<file path="src/rtl/frame_presentation_tracker_defines.svh">
// Assertion macros shared by the frame presentation tracker RTL.
// Depends on nothing; users must have clk and rst_n in scope.
`ifndef FRAME_PRESENTATION_TRACKER_DEFINES_SVH
`define FRAME_PRESENTATION_TRACKER_DEFINES_SVH

// Check that a condition implies another in the same cycle
`define FPT_ASSERT_IMP(label, cond, expr, msg) \
  label: assert property (@(posedge clk) disable iff (!rst_n) (cond) |-> (expr)) \
    else $error(msg);

// Check that a condition implies another in the next cycle
`define FPT_ASSERT_NXT(label, cond, expr, msg) \
  label: assert property (@(posedge clk) disable iff (!rst_n) (cond) |=> (expr)) \
    else $error(msg);

`endif

</file>
<file path="src/rtl/fpt_pkg.sv">
// Shared constants and types for the frame presentation tracker.
// Depends on nothing; imported by fpt_ifs, fpt_div and the tracker RTL.
`timescale 1ns / 1ps

package fpt_pkg;

  localparam int MAX_PENDING = 16;
  localparam int SLOT_W      = (MAX_PENDING > 1) ? $clog2(MAX_PENDING) : 1;
  localparam int CNT_W       = $clog2(MAX_PENDING + 1);
  localparam int PEND_OUT_W  = 5;
  localparam int CFG_IDX_W   = 8;
  localparam int DIV_STEPS   = 64;
  localparam int DIV_CNT_W   = 6;

  localparam logic [31:0] NS_PER_SEC = 32'd1000000000;

  // Opcodes
  localparam logic [2:0] OP_REQUEST   = 3'd0;
  localparam logic [2:0] OP_PRESENTED = 3'd1;
  localparam logic [2:0] OP_DISCARDED = 3'd2;
  localparam logic [2:0] OP_OTHER     = 3'd3;
  localparam logic [2:0] OP_PREDICT   = 3'd4;

  // Result status codes
  localparam logic [2:0] STAT_STORED    = 3'd0;
  localparam logic [2:0] STAT_PRESENTED = 3'd1;
  localparam logic [2:0] STAT_DISCARDED = 3'd2;
  localparam logic [2:0] STAT_IGNORED   = 3'd3;
  localparam logic [2:0] STAT_NO_MATCH  = 3'd4;
  localparam logic [2:0] STAT_REJECTED  = 3'd5;
  localparam logic [2:0] STAT_PREDICTED = 3'd6;
  localparam logic [2:0] STAT_NO_PRED   = 3'd7;

  // Configuration register indexes
  localparam logic [CFG_IDX_W-1:0] REG_BOUND = 8'd0;
  localparam logic [CFG_IDX_W-1:0] REG_POID  = 8'd1;

  typedef struct packed {
    logic [31:0] fb_id;
    logic [63:0] cmt_seq;
    logic [63:0] commit_time;
  } entry_t;

  localparam int ENTRY_W = $bits(entry_t);

  typedef struct packed {
    logic [2:0]            status;
    logic [31:0]           fb_id;
    logic [63:0]           pres_time;
    logic [63:0]           sequence_res;
    logic [31:0]           refresh_per;
    logic [31:0]           flags;
    logic [63:0]           done_cmt_seq;
    logic [63:0]           latency;
    logic [63:0]           jitter;
    logic [63:0]           next_vsync_ns;
    logic [PEND_OUT_W-1:0] pend_cnt;
  } res_t;

endpackage

</file>
<file path="src/rtl/fpt_div.sv">
// Restoring divider, 64-bit dividend by 32-bit divisor, one quotient bit a cycle.
// Depends on fpt_pkg for the step count.
`timescale 1ns / 1ps

module fpt_div import fpt_pkg::*; (
  input  logic        clk,
  input  logic        rst_n,
  input  logic        start_i,
  input  logic [63:0] dividend_i,
  input  logic [31:0] divisor_i,
  output logic        done_o,
  output logic [63:0] quotient_o
);

  logic                 busy_r, busy_nxt;
  logic                 done_r, done_nxt;
  logic [DIV_CNT_W-1:0] cnt_r, cnt_nxt;
  logic [63:0]          quo_r, quo_nxt;
  logic [31:0]          rem_r, rem_nxt;
  logic [31:0]          dsr_r, dsr_nxt;
  logic [32:0]          trial;
  logic [32:0]          diff;
  logic                 ge;

  // Shift one dividend bit into the remainder and try a subtract
  always_comb begin
    trial    = {rem_r, quo_r[63]};
    diff     = trial - {1'b0, dsr_r};
    ge       = (trial >= {1'b0, dsr_r});
    busy_nxt = busy_r;
    done_nxt = 1'b0;
    cnt_nxt  = cnt_r;
    quo_nxt  = quo_r;
    rem_nxt  = rem_r;
    dsr_nxt  = dsr_r;
    if (start_i) begin
      busy_nxt = 1'b1;
      cnt_nxt  = '0;
      quo_nxt  = dividend_i;
      rem_nxt  = '0;
      dsr_nxt  = divisor_i;
    end else if (busy_r) begin
      quo_nxt = {quo_r[62:0], ge};
      rem_nxt = ge ? diff[31:0] : trial[31:0];
      cnt_nxt = cnt_r + 1'b1;
      if (cnt_r == DIV_CNT_W'(DIV_STEPS - 1)) begin
        busy_nxt = 1'b0;
        done_nxt = 1'b1;
      end
    end
  end

  // Hold control state
  always_ff @(posedge clk) begin
    if (!rst_n) begin
      busy_r <= 1'b0;
      done_r <= 1'b0;
      cnt_r  <= '0;
    end else begin
      busy_r <= busy_nxt;
      done_r <= done_nxt;
      cnt_r  <= cnt_nxt;
    end
  end

  // Advance the datapath
  always_ff @(posedge clk) begin
    quo_r <= quo_nxt;
    rem_r <= rem_nxt;
    dsr_r <= dsr_nxt;
  end

  assign done_o     = done_r;
  assign quotient_o = quo_r;

endmodule

</file>
<file path="config.mk">
export PLATFORM = sky130hd
export DESIGN_NAME = fpt_div
export DESIGN_NICKNAME = d
export VERILOG_FILES = /design/src/rtl/frame_presentation_tracker_defines.svh /design/src/rtl/fpt_pkg.sv /design/src/rtl/fpt_div.sv
export SDC_FILE = /design/constraint.sdc
export NUM_CORES = 1
export LEC_CHECK = 0
export ABC_AREA = 0
export BUFFER_PORTS_ARGS = -buffer_cell sky130_fd_sc_hd__buf_2
export CAP_MARGIN = 20
export CORE_ASPECT_RATIO = 1.4
export CORE_UTILIZATION = 55
export CTS_BUF_LIST = sky130_fd_sc_hd__clkbuf_4 sky130_fd_sc_hd__clkbuf_8 sky130_fd_sc_hd__clkbuf_16
export CTS_CLUSTER_DIAMETER = 50
export CTS_CLUSTER_SIZE = 12
export DETAILED_ROUTE_END_ITERATION = 7
export PLACE_DENSITY = 0.81
export SETUP_SLACK_MARGIN = 0.3
export SLEW_MARGIN = 15
export SYNTH_ARGS = -nofsm -noshare
export SYNTH_HDL_FRONTEND = slang
export SYNTH_SLANG_ARGS = --single-unit
</file>
<file path="constraint.sdc">
create_clock -name clk -period 3.1 [get_ports clk]
set_input_delay 0.155 -clock clk [delete_from_list [all_inputs] [get_ports clk]]
set_output_delay 0.155 -clock clk [all_outputs]
set_load 0.01 [all_outputs]
</file>
==> reports/qor.csv <==
stage,metric,value,unit
critical_path,Top delay family on crit path,compound AO/OA/AOI/OAI gates,
critical_path,worst path cell trace,"inv_2, ha_4, fa_2, nor2b_2, o21ba_4, o31a_1, or4b_4, a221o_1, a21oi_2, xor2_1, o221ai_1",
routing,detailed-route wire length,18600,µm
routing,DRC viols,0,
critical_path,reg-to-reg critical path startpoint,quotient_o[63],
timing,clock skew,0.00963,ns
critical_path,Critical Path Start Type,register,
clock_tree,clock sinks,136,
routing,met2 routed WL,9850,µm
cells_and_area,"Net count, final",1010,
routing,wire per inst,17.4,µm
global_route,GRT Util Overall,26.8,%
critical_path,Crit-path slowest cell,or4b_4,
floorplanning,DIE AREA,14100,µm²
floorplanning,FP Rows,50,
pwr,leak pwr,4.14,nW
critical_path,WP depth,11,
timing,final clock period utilization by the worst path,96.2,%
critical_path,CP max stage delay,0.56,ns
clock_tree,root buffer cell,clkbuf_16,
placement,HPWL after DPL,12300,µm
cells_and_area,"commonest non-fill, non-tap cell in the layout",buf_2,
placement,Post-DP Area,8470,µm²
run,MaxCap Viol Count,0,
clock_tree,# H-tree levels,4,
global_route,global route overflow,0,
logic_synthesis,"Cell Area, Synth",7480,µm²
logic_synthesis,"Avg Cell Area, Syn",11.1,µm²
cells_and_area,Area growth syn-to-layout,29.4,%
critical_path,Critical Path Sink,rem_r[26],
routing,Highest Signal Layer,met4,
clock_tree,clk buf depth,2,
placement,GPL Wtd Cong,0.885,
timing,Max Fclk,335,MHz
clock_tree,clock-pin transition on the worst setup and hold timing paths,0.06,ns
routing,vias post-DR,6077,
critical_path,Worst Setup End Kind,register,
cells_and_area,share of cells above drive strength 1,36.3,%
cells_and_area,design area,9680,µm²
cells_and_area,fill count,947,
logic_synthesis,Unique masters post-synth,67,
floorplanning,die extent in x,101,µm
timing,RSZ-0062 raised after global routing,yes,
clock_tree,Num CTS Buffers,17,
floorplanning,Core ar.,13300,µm²
global_route,initial antenna violation count,0,
global_route,pin count of the biggest net entering global routing,137,
logic_synthesis,Yosys reg bits,136,
hold_path,worst min path class,in2reg,
timing,Final Slew Violations,0,
global_route,first-pass GRT wire length,29100,µm
cells_and_area,post-layout util,72.6,%
critical_path,WP buf/inv,1,
logic_synthesis,syn_nets,806,
floorplanning,initial core utilization,56.1,%
timing,worst rel slew slack,46.4,%
logic_synthesis,"FFs w/ async S/R, synth",0,%
clock_tree,later-pin clock latency in the skew report,0.43,ns
routing,number of iterations in the first detailed-routing pass,4,
routing,initial drt markers,302,
logic_synthesis,number of flops mapped to enable cells by yosys,96,
timing,final setup fails,0,
pwr,maximum vdd drop,0.431,mV
critical_path,crit path from,quotient_o[63],
routing,met3 WL,1130,µm
critical_path,Worst EP required,3.38,ns
critical_path,CP Max Fanout,4,
cells_and_area,# diodes,0,
logic_synthesis,sequential area share after synthesis,49.3,%
cells_and_area,"commonest non-fill, non-tap cells in the layout","162 x buf_2, 96 x edfxtp_1, 63 x mux2_2, 56 x nor2_1, 49 x inv_1",
clock_tree,TritonCTS clock tree,done,
routing,ANT nets after route,0,
critical_path,R2R Path End,rem_r[26],
critical_path,kind of critical path,reg2reg,
timing,worst slew pin tran,0.803,ns
logic_synthesis,cell count after synthesis,673,
critical_path,CP arrival,3.26,ns
timing,final hold violations,0,
logic_synthesis,synth warn,0,
timing,Final min period,2.98,ns
placement,# port buffers,163,
floorplanning,I/O pin cnt,164,
run_status,status,"complete, no violations",
routing,Vias/cell,5.67,
critical_path,flop-to-flop setup slack,0.12,ns
routing,met1 WL,6930,µm
timing,setup TNS,0,ns
timing,Fin Hold WS,0.0213,ns
pwr,pwr dens,553,nW/µm²
global_route,vias in the first global route,6263,
floorplanning,Die Span Y,140,µm
logic_synthesis,Synth Flop Type,edfxtp_1,
critical_path,FF-to-FF path depth,11,
## routing by layer
metal | global-route usage [%] | vias to the layer above
met2 | 48.3 | 235
met4 | 15.6 | 0
met3 | 6.54 | 55
met5 | 0 | -
li1 | - | 2909
met1 | 27.9 | 2878
## synthesized netlist by cell type, types with 3 or more instances
master    instances  area share, %
o21ai_1           5           0.33
ha_1             33            5.5
o211ai_1          5           0.50
nand2_1          32            1.6
o21a_1            5           0.50
and2_1            3           0.25
o31ai_1           3           0.30
o221ai_1          4           0.47
inv_1            52            2.6
mux2i_1          23            3.1
clkbuf_1         22            1.1
mux2_2           63            9.5
nor4_1            4           0.33
and3_1            3           0.25
o31a_1            4           0.47
nor2b_1           4           0.33
nor2_1           56            2.8
nor3_1            9           0.60
nand3_1          11           0.74
buf_2             5           0.33
nand4_1          10           0.84
and4_1            3           0.35
dfxtp_1          40             11
xnor2_1          17            2.0
buf_6             4           0.60
xor2_1           10            1.2
nand4b_1          4           0.47
a21oi_1          32            2.1
nor3b_1           6           0.60
edfxtp_1         96             39
nand2b_1          4           0.33
o21ai_0          13           0.87
a31oi_1           5           0.42
a211oi_1         24            2.4
a21o_1           15            1.5
## cell type report
type / count / area [µm²] / share of cell area (%)
multi-input cells: 451 / 3600 / 37.2
repair buffers: 219 / 1400 / 14.5
clock buffers: 17 / 425 / 4.39
clock inverters: 15 / 145 / 1.50
inverters: 52 / 195 / 2.02
flip-flops and latches: 136 / 3680 / 38.1
well taps: 182 / 228 / 2.35
## state kept, by name (all words and copies together) (netlist names)
signal,flops
quotient_o,64
rem_r,32
dsr_r,32
done_o,1
busy_r,1
cnt_r,6
## cells by family after synthesis
kind of cell             after synthesis  synth area share [%]
flip-flops                           136                  49.3
AO/OA/AOI/OAI                        141                  13.3
adder cells (fa/ha/maj)               34                  5.79
multiplexers                          87                  12.7
AND/OR/NAND/NOR                      162                  11.0
buffers and inverters                 86                  4.85
XOR/XNOR                              27                  3.16
## how the worst min path moves through the flow
stage	start	end	slack, ns	depth (start not counted)
floorplan	divisor_i[0]	dsr_r[0]	0.25	0
global placement	divisor_i[6]	dsr_r[6]	0.33	1
detailed placement	divisor_i[15]	dsr_r[15]	0.33	1
CTS	dividend_i[51]	quotient_o[51]	0.01	2
global route	dividend_i[57]	quotient_o[57]	0.02	2
finish	dividend_i[51]	quotient_o[51]	0.02	2
## power breakdown
| group | switching (mW) | internal (mW) |
|---|---|---|
| Combinational | 0.621 | 0.555 |
| Clock | 0.834 | 1.12 |
| Sequential | 0.0927 | 2.14 |
| Total | 1.55 | 3.81 |
## per-stage QoR
stage	power (mW)	cells	setup slack (ns)
floorplan	2.97	673	0.313
detailed placement	3.29	994	0.132
finish	5.36	1072	0.117
CTS	5.32	1067	0.213
global route	5.56	1072	0.0823
global placement	3.26	994	0.197
## what timing repair did
action	CTS	global route
endpoints found under the setup margin	7	33
hold endpoints to repair	33	0
resized for setup	15	29
gates cloned	1	0
hold buffers	33	0
buffers inserted	7	5
pin swaps	11	15
No activity file was read; power rests on OpenSTA's default activity.
