===== src/rtl/frame_presentation_tracker_defines.svh =====
// Assertion macros shared by the frame presentation tracker RTL.
// Depends on nothing; users must have clk and rst_n in scope.
`ifndef FRAME_PRESENTATION_TRACKER_DEFINES_SVH
`define FRAME_PRESENTATION_TRACKER_DEFINES_SVH

// Check that a condition implies another in the same cycle
`define FPT_ASSERT_IMP(label, cond, expr, msg) \
  label: assert property (@(posedge clk) disable iff (!rst_n) (cond) |-> (expr)) \
    else $error(msg);

// Check that a condition implies another in the next cycle
`define FPT_ASSERT_NXT(label, cond, expr, msg) \
  label: assert property (@(posedge clk) disable iff (!rst_n) (cond) |=> (expr)) \
    else $error(msg);

`endif


===== src/rtl/fpt_ram.sv =====
// Generic single-write, single-read RAM with registered read data.
// Depends on nothing.
`timescale 1ns / 1ps

module fpt_ram #(
  parameter int WIDTH = 8,
  parameter int DEPTH = 16
) (
  input  logic                                     clk,
  input  logic                                     we_i,
  input  logic [((DEPTH > 1) ? $clog2(DEPTH) : 1)-1:0] waddr_i,
  input  logic [WIDTH-1:0]                         wdata_i,
  input  logic [((DEPTH > 1) ? $clog2(DEPTH) : 1)-1:0] raddr_i,
  output logic [WIDTH-1:0]                         rdata_o
);

  logic [WIDTH-1:0] mem [DEPTH];
  logic [WIDTH-1:0] rdata_r;

  // Write port and registered read port
  always_ff @(posedge clk) begin
    if (we_i) begin
      mem[waddr_i] <= wdata_i;
    end
    rdata_r <= mem[raddr_i];
  end

  assign rdata_o = rdata_r;

endmodule


===== config.mk =====
export PLATFORM = sky130hd
export DESIGN_NAME = fpt_ram
export DESIGN_NICKNAME = d
export VERILOG_FILES = /design/src/rtl/frame_presentation_tracker_defines.svh /design/src/rtl/fpt_ram.sv
export SDC_FILE = /design/constraint.sdc
export NUM_CORES = 1
export LEC_CHECK = 0
export ABC_CLOCK_PERIOD_IN_PS = 1900
export BUFFER_PORTS_ARGS = -buffer_cell sky130_fd_sc_hd__buf_2
export CORE_ASPECT_RATIO = 1.1
export CORE_UTILIZATION = 37
export CTS_CLUSTER_SIZE = 24
export DETAILED_ROUTE_END_ITERATION = 8
export PLACE_DENSITY_LB_ADDON = 0.2
export SLEW_MARGIN = 15
export SYNTH_ARGS = -nofsm -noshare
export SYNTH_HDL_FRONTEND = slang
export SYNTH_SLANG_ARGS = --single-unit

===== constraint.sdc =====
create_clock -name clk -period 1.9 [get_ports clk]
set_input_delay 0.095 -clock clk [delete_from_list [all_inputs] [get_ports clk]]
set_output_delay 0.095 -clock clk [all_outputs]
set_load 0.02 [all_outputs]

==> results of run 1 <==
state kept, by name, indices dropped and copies added (netlist names):
register / cells
rdata_o: 8
mem: 128
cell usage in the layout, fill, tap and decap left out, drive strengths merged, types with 2 or more instances in the layout:
cell type	n
nor2	13
clkbuf	18
dfxtp	8
nand3b	2
nor3	4
nand2b	2
bufinv	3
buf	46
nand2	9
mux4	32
clkinv	5
a22oi	16
clkinvlp	5
edfxtp	128
per-stage QoR:
step                utilization [%]  power [W]  cells
floorplan                         -    0.00363    229
global placement               41.9    0.00377    449
detailed placement             41.9    0.00378    449
CTS                            46.4    0.00706    481
global route                   46.4    0.00722    481
finish                         46.4    0.00698    481
logic make-up (layout without fill, tap and decap cells):
kind of cell / count (synthesis) / after routing / synth area share (%)
simple gates: 35 / 35 / 3.18
compound gates: 16 / 16 / 2.33
mux: 32 / 32 / 15.0
flops: 136 / 136 / 77.8
buf+inv: 10 / 78 / 1.68
final timing paths:
check,cells past startpoint,slack [ns],endpoint
hold / removal,1,0.07,mem[14][5]
hold reg to reg,3,0.68,rdata_o[1]
setup / recovery,3,0.52,rdata_o[0]
setup reg to reg,3,0.52,rdata_o[0]
final cells by class:
cell class,count,area share [%]
sequential,136,64.5
multi-input combinational,83,17.0
clock buffer,18,6.92
timing repair buffer,46,4.96
tap,184,3.71
clock inverter,14,2.84
per-layer routing:
| metal | up-vias | wire length (um) | track usage [%] | part of all wire (%) |
|---|---|---|---|---|
| li1 | 1084 | - | - | - |
| met1 | 1252 | 4320 | 20.1 | 44 |
| met2 | 55 | 4870 | 23.6 | 50 |
| met3 | 12 | 496 | 5.44 | 5.1 |
| met4 | 2 | 109 | 5.27 | 1.1 |
| met5 | - | 11 | 0 | 0.11 |
power by group:
| part | total, W | switching, W | internal, W |
|---|---|---|---|
| sequential | 0.00338 | 0.0000211 | 0.00335 |
| combinational | 0.000332 | 0.000194 | 0.000138 |
| clock | 0.00327 | 0.00120 | 0.00207 |
| total | 0.00698 | 0.00142 | 0.00556 |
==> results.txt, run 1 <==
The run finished with clean final reports. The critical path is of the reg2reg type. The combined flip-flop and latch cell area is 4000 um^2. After layout, the minimum clock period comes to 1.38 ns.

In the final timing run, aggregate negative setup slack is 0 ns. The number of H-tree branching levels was 4; the number of DRC markers in iteration 0 was 171. The run gives 70.4% as the worst slew slack as a fraction of its limit.

In this run the vertical extent of the chip is 126 um. The launch instance of the worst register-to-register path was mem[2][0]. Across all hold checks on the routed design, the worst slack comes to 0.0740 ns. The clock transition time at the flip-flop clock pins of the worst setup and hold paths works out to 0.06 ns. Ranked by total cell area, the synthesized netlist is headed by edfxtp_1 (75%), mux4_2 (7.9%), mux4_1 (7.1%), dfxtp_1 (3.1%), a22oi_1 (2.3%). After detailed routing, the total wire length is 9.81 mm. Relative to the synthesized area, the layout overhead comes to 20.5%. The area share of the leading cell type in the synthesized netlist was 74.7%; the via count of the first global-routing pass was 2,477.

The path class of the lowest-slack min-delay path was in2reg. The share of the Yosys chip area taken by registers is 77.8%. Counting flops with a built-in enable in the synthesized netlist gives 128. Counting flops with an async set or reset pin after synthesis yields a share of 0%. The critical path starts at mem[2][0]. The critical path goes through mux4_1, a22oi_1, nand2_1. The logs give 0 for the count of endpoints failing hold in the final timing report and 6200 um^2 for the summed area of non-filler cells in the final layout. After clock tree synthesis, the setup repair step added 0 buffers. The width of the die works out to 114 um. Largest net degree at the start of global routing: 33. Ratio of total power to cell area: 1120 nW/um^2. Total clock sinks: 136.

The run gives 1 as the initial antenna violation count. The post-placement worst setup slack is 0.313 ns. For this design the top-level I/O count stands at 26. Timing would allow up to 727 MHz. The placed instances occupy a cell area of 5600 um^2. Summing every instance area after synthesis gives 5150 um^2. At the worst endpoint, the required time is 2.19 ns. After synthesis the netlist holds a flip-flop and latch count of 136. The area of combinational cells with multiple inputs was 1060 um^2; the count of antenna diodes in the layout was 0.

In this run, CTS created clock tree buffers numbering 17. Summed over all cells, the static leakage comes to 2.09 nW. The run gives 0 as the quantity of hold-fixing buffers added after cts. The count of buffer and inverter cells on the critical path came out at 0. The die covers 14,400 um^2.

The worst-case IR drop observed on VDD is 508 uV. For the worst clock skew, the log shows 0.00556 ns. Grouping stages by cell kind, the critical path spends the most delay in multiplexers. The most frequently used cell type in the post-synthesis netlist is edfxtp_1. The worst setup path is launched from a register. After technology mapping, the gate count stands at 229. The run gives 38.5% as the initial standard-cell utilization of the core. STA puts the critical path data arrival time at 1.66 ns. The worst-path maximum fanout was 1. Among all stages on the critical path, the largest delay is contributed by mux4_1. The average vias per placed instance is 5.00, and the total setup violations reported at the end of the flow is 0.

For this run, the number of Yosys warnings is 0. Clock tree synthesis selected as its root buffer the cell clkbuf_16. The layout net count was 302. The clock passes through at most 2 buffers.

The first global-routing pass estimated 15.0 mm of wire. The count of cell types in the netlist came out at 19. Setup repair after global routing left no endpoint under its margin. The number of buffer cells added on primary ports came out at 25.

The biggest area contributor in the post-synthesis netlist is edfxtp_1. The detailed router placed 2,405 vias in this run. In the final routed layout, each cell accounts on average for 20.4 um. STA classifies the critical path endpoint as a register.

The aggregate global routing overflow came out at 0. The total half-perimeter wirelength after legalization and detailed placement came out at 6.25 mm. The first detailed-routing pass took 5 iterations. After detailed routing, the number of remaining DRC violations is 0. The worst-margin pin slew was 0.444 ns; the number of routed nets with antenna violations was 0. The run gives 1,133 as the number of filler instances in the final layout. The global-route total usage across every layer is 15.3%, and the max capacitance violation total is 0.

After floorplanning, the core was sized to cover 13,400 um^2. Of the cells placed in the final design, the portion with a size suffix greater than 1 is 32.3%. In the synthesized netlist, the cells that appear most often are edfxtp_1 (128), mux4_2 (18), a22oi_1 (16).

The primary flip-flop cell chosen by synthesis mapping was edfxtp_1. The largest single stage delay on the critical path is 0.51 ns. The final clock period utilization by the worst path is 72.4%, and the post-synthesis average cell area is 22.5 um^2.

The number of nets handed over by synthesis was 247. TritonCTS built the clock tree. For the total of cells resized after clock tree synthesis, the log shows 0. The setup slack after layout is 0.525 ns, and the final count of pins violating max slew is 0. The later pin in the worst-skew pair is clocked with a latency of 0.41 ns. Routability-driven placement finished with a final weighted congestion of 0.686. The worst min-delay path startpoint is wdata_i[5].

In this run the core area contains 44 standard-cell rows.
(Power assumes the default switching activity.)
==> run 2: changes to the inputs <==
--- a/config.mk
+++ b/config.mk
@@ -5,7 +5,8 @@
 export SDC_FILE = /design/constraint.sdc
 export NUM_CORES = 1
 export LEC_CHECK = 0
-export ABC_CLOCK_PERIOD_IN_PS = 1900
+export ABC_AREA = 1
+export ABC_CLOCK_PERIOD_IN_PS = 1300
 export BUFFER_PORTS_ARGS = -buffer_cell sky130_fd_sc_hd__buf_2
 export CORE_ASPECT_RATIO = 1.1
 export CORE_UTILIZATION = 37
==> constraint.sdc (replaced) <==
create_clock -name clk -period 1.3 [get_ports clk]
set_input_delay 0.065 -clock clk [delete_from_list [all_inputs] [get_ports clk]]
set_output_delay 0.065 -clock clk [all_outputs]
set_load 0.02 [all_outputs]
==> run 2 against run 1 <==
Effect of this change: routed wire length is 29% higher; sequential share of layout area is 5.8 points lower; count of clock-buffer cells in the layout did not move; critical path type unchanged.
==> results.txt, run 2 <==
Sequential elements use 69.4% of the synthesized area. The layout overhead on the synthesized area is 18.2%. The post-synthesis average cell area is 10.5 um^2, and the largest net degree at the start of global routing is 65. Subtracting the final worst setup slack from the clock period gives 1.05 ns.

Data on the critical path is required at its endpoint by 1.60 ns. Most frequently used cell type in the post-synthesis netlist: nand2_1. Final count of pins violating max slew: 0. With fillers left out, the area of the finished cells amounts to 6820 um^2.

For the worst-skew pair, the clock arrives at the later sink with an insertion delay of 0.42 ns. The maximum operating frequency was 956 MHz. TritonCTS built the clock tree.

The Yosys step of the flow raised 0 warnings. In this run the critical register-to-register path is launched from mem[7][3]. For the count of cell types in the netlist, the log shows 12.

Gate family responsible for the most delay along the worst path: simple AND/OR/NAND/NOR gates. The die covers 16,100 um^2. The path class of the lowest-slack min-delay path is in2reg. By count the netlist is led by nand2_1 (173), edfxtp_1 (128), inv_1 (100). Headroom to the max-slew limit came out at 72.6%. The die height was 133 um.

After synthesis, the cell types taking the most area are edfxtp_1 (67%), nand2_1 (11%), nand3_1 (8.4%), inv_1 (6.5%), dfxtp_1 (2.8%). VDD sags by at most 884 uV. The total half-perimeter wirelength after legalization and detailed placement came out at 8.14 mm.

The top layer reached by signal wires was met4. The run finished with clean final reports. The tools report the worst-case hold path end point as mem[12][4]. Once the clock tree was built, the resizer swapped 0 gates to a different size.

The worst setup path is captured at a register. On the worst path, the slowest cell contributes a delay of 0.35 ns. In this run the power density over the cells is 1510 nW/um^2. Width of the die: 121 um. The routed design uses 6.28 mm of met2 wire. The total wirelength of the detailed-routed design is 12.7 mm, and the number of iterations in the first detailed-routing pass is 4. Summing all placed instances gives a cell area of 6210 um^2. For this run, design rule violations remaining after detail routing come to 0. The setup path with the least slack is of type reg2reg. The count of buffer and inverter cells on the critical path was 1. Setup repair after global routing left no endpoint under its margin. The first global-routing pass estimated 19.9 mm of wire.

The met3 wirelength from detailed routing is 595 um. Clock-pin slew was measured on the worst setup and hold paths at 0.06 ns. Synthesis handed over a netlist of 551 instances. The number of top-level pins came out at 26. The via count of the first global-routing pass is 3,781, and the worst-margin pin slew is 0.411 ns. The count of endpoints failing hold in the final timing report was 0.

STA classifies the critical path startpoint as a register. The final critical path takes up 80.5% of the cycle. The depth of the worst hold-timing path is 1. The number of rows created at floorplan was 47.

Leaving out fill and tap cells, the most frequent cell in the layout is nand2_1. Summing over every cut layer, the via total after detailed routing is 3,761. Input and output buffers added on the ports amount to 25. Fill cells in the final layout number 1,387. The layout net count was 615; the worst path arrival time was 1.34 ns. Cells with a size suffix above 1 make up 13.8% of the layout. Across every metal layer, demand over resource in global routing totals 17.4%.

Summed over all failing endpoints, the final setup total negative slack is 0 ns. The wire length per cell is 15.7 um. The master cell of the clock root buffer was clkbuf_16. The max capacitance violation total was 0. The congestion estimate from routability-driven global placement came to 0.800. The synthesized netlist occupies a cell area of 5770 um^2.

The number of nets handed over by synthesis was 569. Total clock buffers created by CTS: 17. The slowest library cell on the worst path was edfxtp_1. Traced cell by cell, the critical path runs through inv_1, nand2_1, nand3_1, nand3_1, nand3_1, nand2_1.

The area share of the leading cell type in the synthesized netlist was 66.7%. After floorplanning, the core was sized to cover 15,100 um^2. The register with the most flip-flops in the layout has 128 of them. The number of DRC markers in iteration 0 is 238.

The post-synthesis cell type with the largest combined area was edfxtp_1. In the layout the commonest cells are nand2_1 (173), edfxtp_1 (128), inv_1 (100), nand3_1 (97), buf_2 (25). The tools report the count of antenna diodes in the layout as 0.

No sink is reached through more buffers than the 2 on the longest clock path. The standby leakage power came out at 2.93 nW. In this run, synthesis produced a sequential element count of 136. The worst-path maximum fanout works out to 1.

In this run the register-to-register setup slack is 0.25 ns. The worst clock skew came out at 0.0130 ns. The count of nets left with antenna violations once routing finished came out at 0. In the final routing, the length of wire on met1 measures 5.55 mm. For the aggregate global routing overflow, the log shows 0.

For this configuration, the core starts out at a cell density of 38.2%. The number of H-tree branching levels was 4. The run gives 1 as the quantity of hold-fixing buffers added after cts. In the routed layout, each cell is associated on average with a via count of 4.67. For this run, asynchronously set or reset flops after synthesis account for 0%. In this run the critical register-to-register path is captured at rdata_o[3]. Primary flip-flop cell chosen by synthesis mapping: edfxtp_1.

Counting flops with a built-in enable in the synthesized netlist gives 128. The total setup violations reported at the end of the flow is 0. The initial antenna violation count is 0, and the buffers inserted during post-CTS setup optimization is 0.

The register bank with the most flops is mem. The cell with the most instances on the worst path is nand3_1. The number of cells on the worst reg-to-reg path is 6. The worst hold path begins at wdata_i[4].

The clock drives 136 sinks.
## run 2: changes by cell type after synthesis, sizes merged, moves of 16 or more
cell / change
mux4: -32
nand3: +96
nand2: +164
buf: +17
a22oi: -16
inv: +102
## run 2: logic make-up after synthesis
group                  Yosys count  synth area share (%)
buffers and inverters          126                  9.52
DFF                            136                  69.4
and+or+nand+nor                289                  21.0
## run 2: where the power goes
group / leakage (nW) / total [W] / switching [W] / internal (W)
clock network: 0.264 / 0.00473 / 0.00180 / 0.00293
registers: 1.22 / 0.00493 / 0.0000263 / 0.00490
logic: 1.44 / 0.000644 / 0.000449 / 0.000196
total: 2.93 / 0.0103 / 0.00228 / 0.00803
## run 2: cell type report
class	instances	area, um^2	area share, %
clock buffer	18	450	6.61
clock inverter	14	150	2.20
inverter	102	383	5.61
multi-input combinational	289	1210	17.8
sequential	136	4000	58.7
tap	196	245	3.60
timing repair buffer	51	373	5.47
## run 2: worst reg2reg max path, stage by stage, from the launching register on
cell and delay, ns:
edfxtp_1 0.35, inv_1 0.06, nand2_1 0.05, nand3_1 0.09
nand3_1 0.10, nand3_1 0.16, nand2_1 0.11
## run 2: how the worst max path moves through the flow
stage                    start         end  slack [ns]  cells after the start
global route         mem[7][3]  rdata_o[3]        0.17                      6
floorplan           waddr_i[2]  mem[10][0]        0.28                      2
CTS                  mem[7][3]  rdata_o[3]        0.27                      6
global placement    raddr_i[1]  rdata_o[3]        0.17                      7
detailed placement  raddr_i[0]  rdata_o[3]        0.13                      7
finish               mem[7][3]  rdata_o[3]        0.25                      6
## run 2: routing by layer
layer / up-vias / global-route usage, %
li1: 1866 / -
met1: 1791 / 20.8
met2: 81 / 29.3
met3: 23 / 4.18
met4: 0 / 8.23
met5: - / 0
## run 2: through the flow
stage / setup slack (ns) / total power [W] / util, % / hold WS [ns] / cells
finish: 0.254 / 0.0103 / 45.1 / 0.0718 / 806
CTS: 0.270 / 0.0104 / 45.1 / 0.0646 / 806
global placement: 0.166 / 0.00567 / 41.1 / 0.419 / 773
floorplan: 0.284 / 0.00540 / - / 0.164 / 551
detailed placement: 0.126 / 0.00567 / 41.1 / 0.424 / 773
global route: 0.171 / 0.0106 / 45.1 / 0.0701 / 806
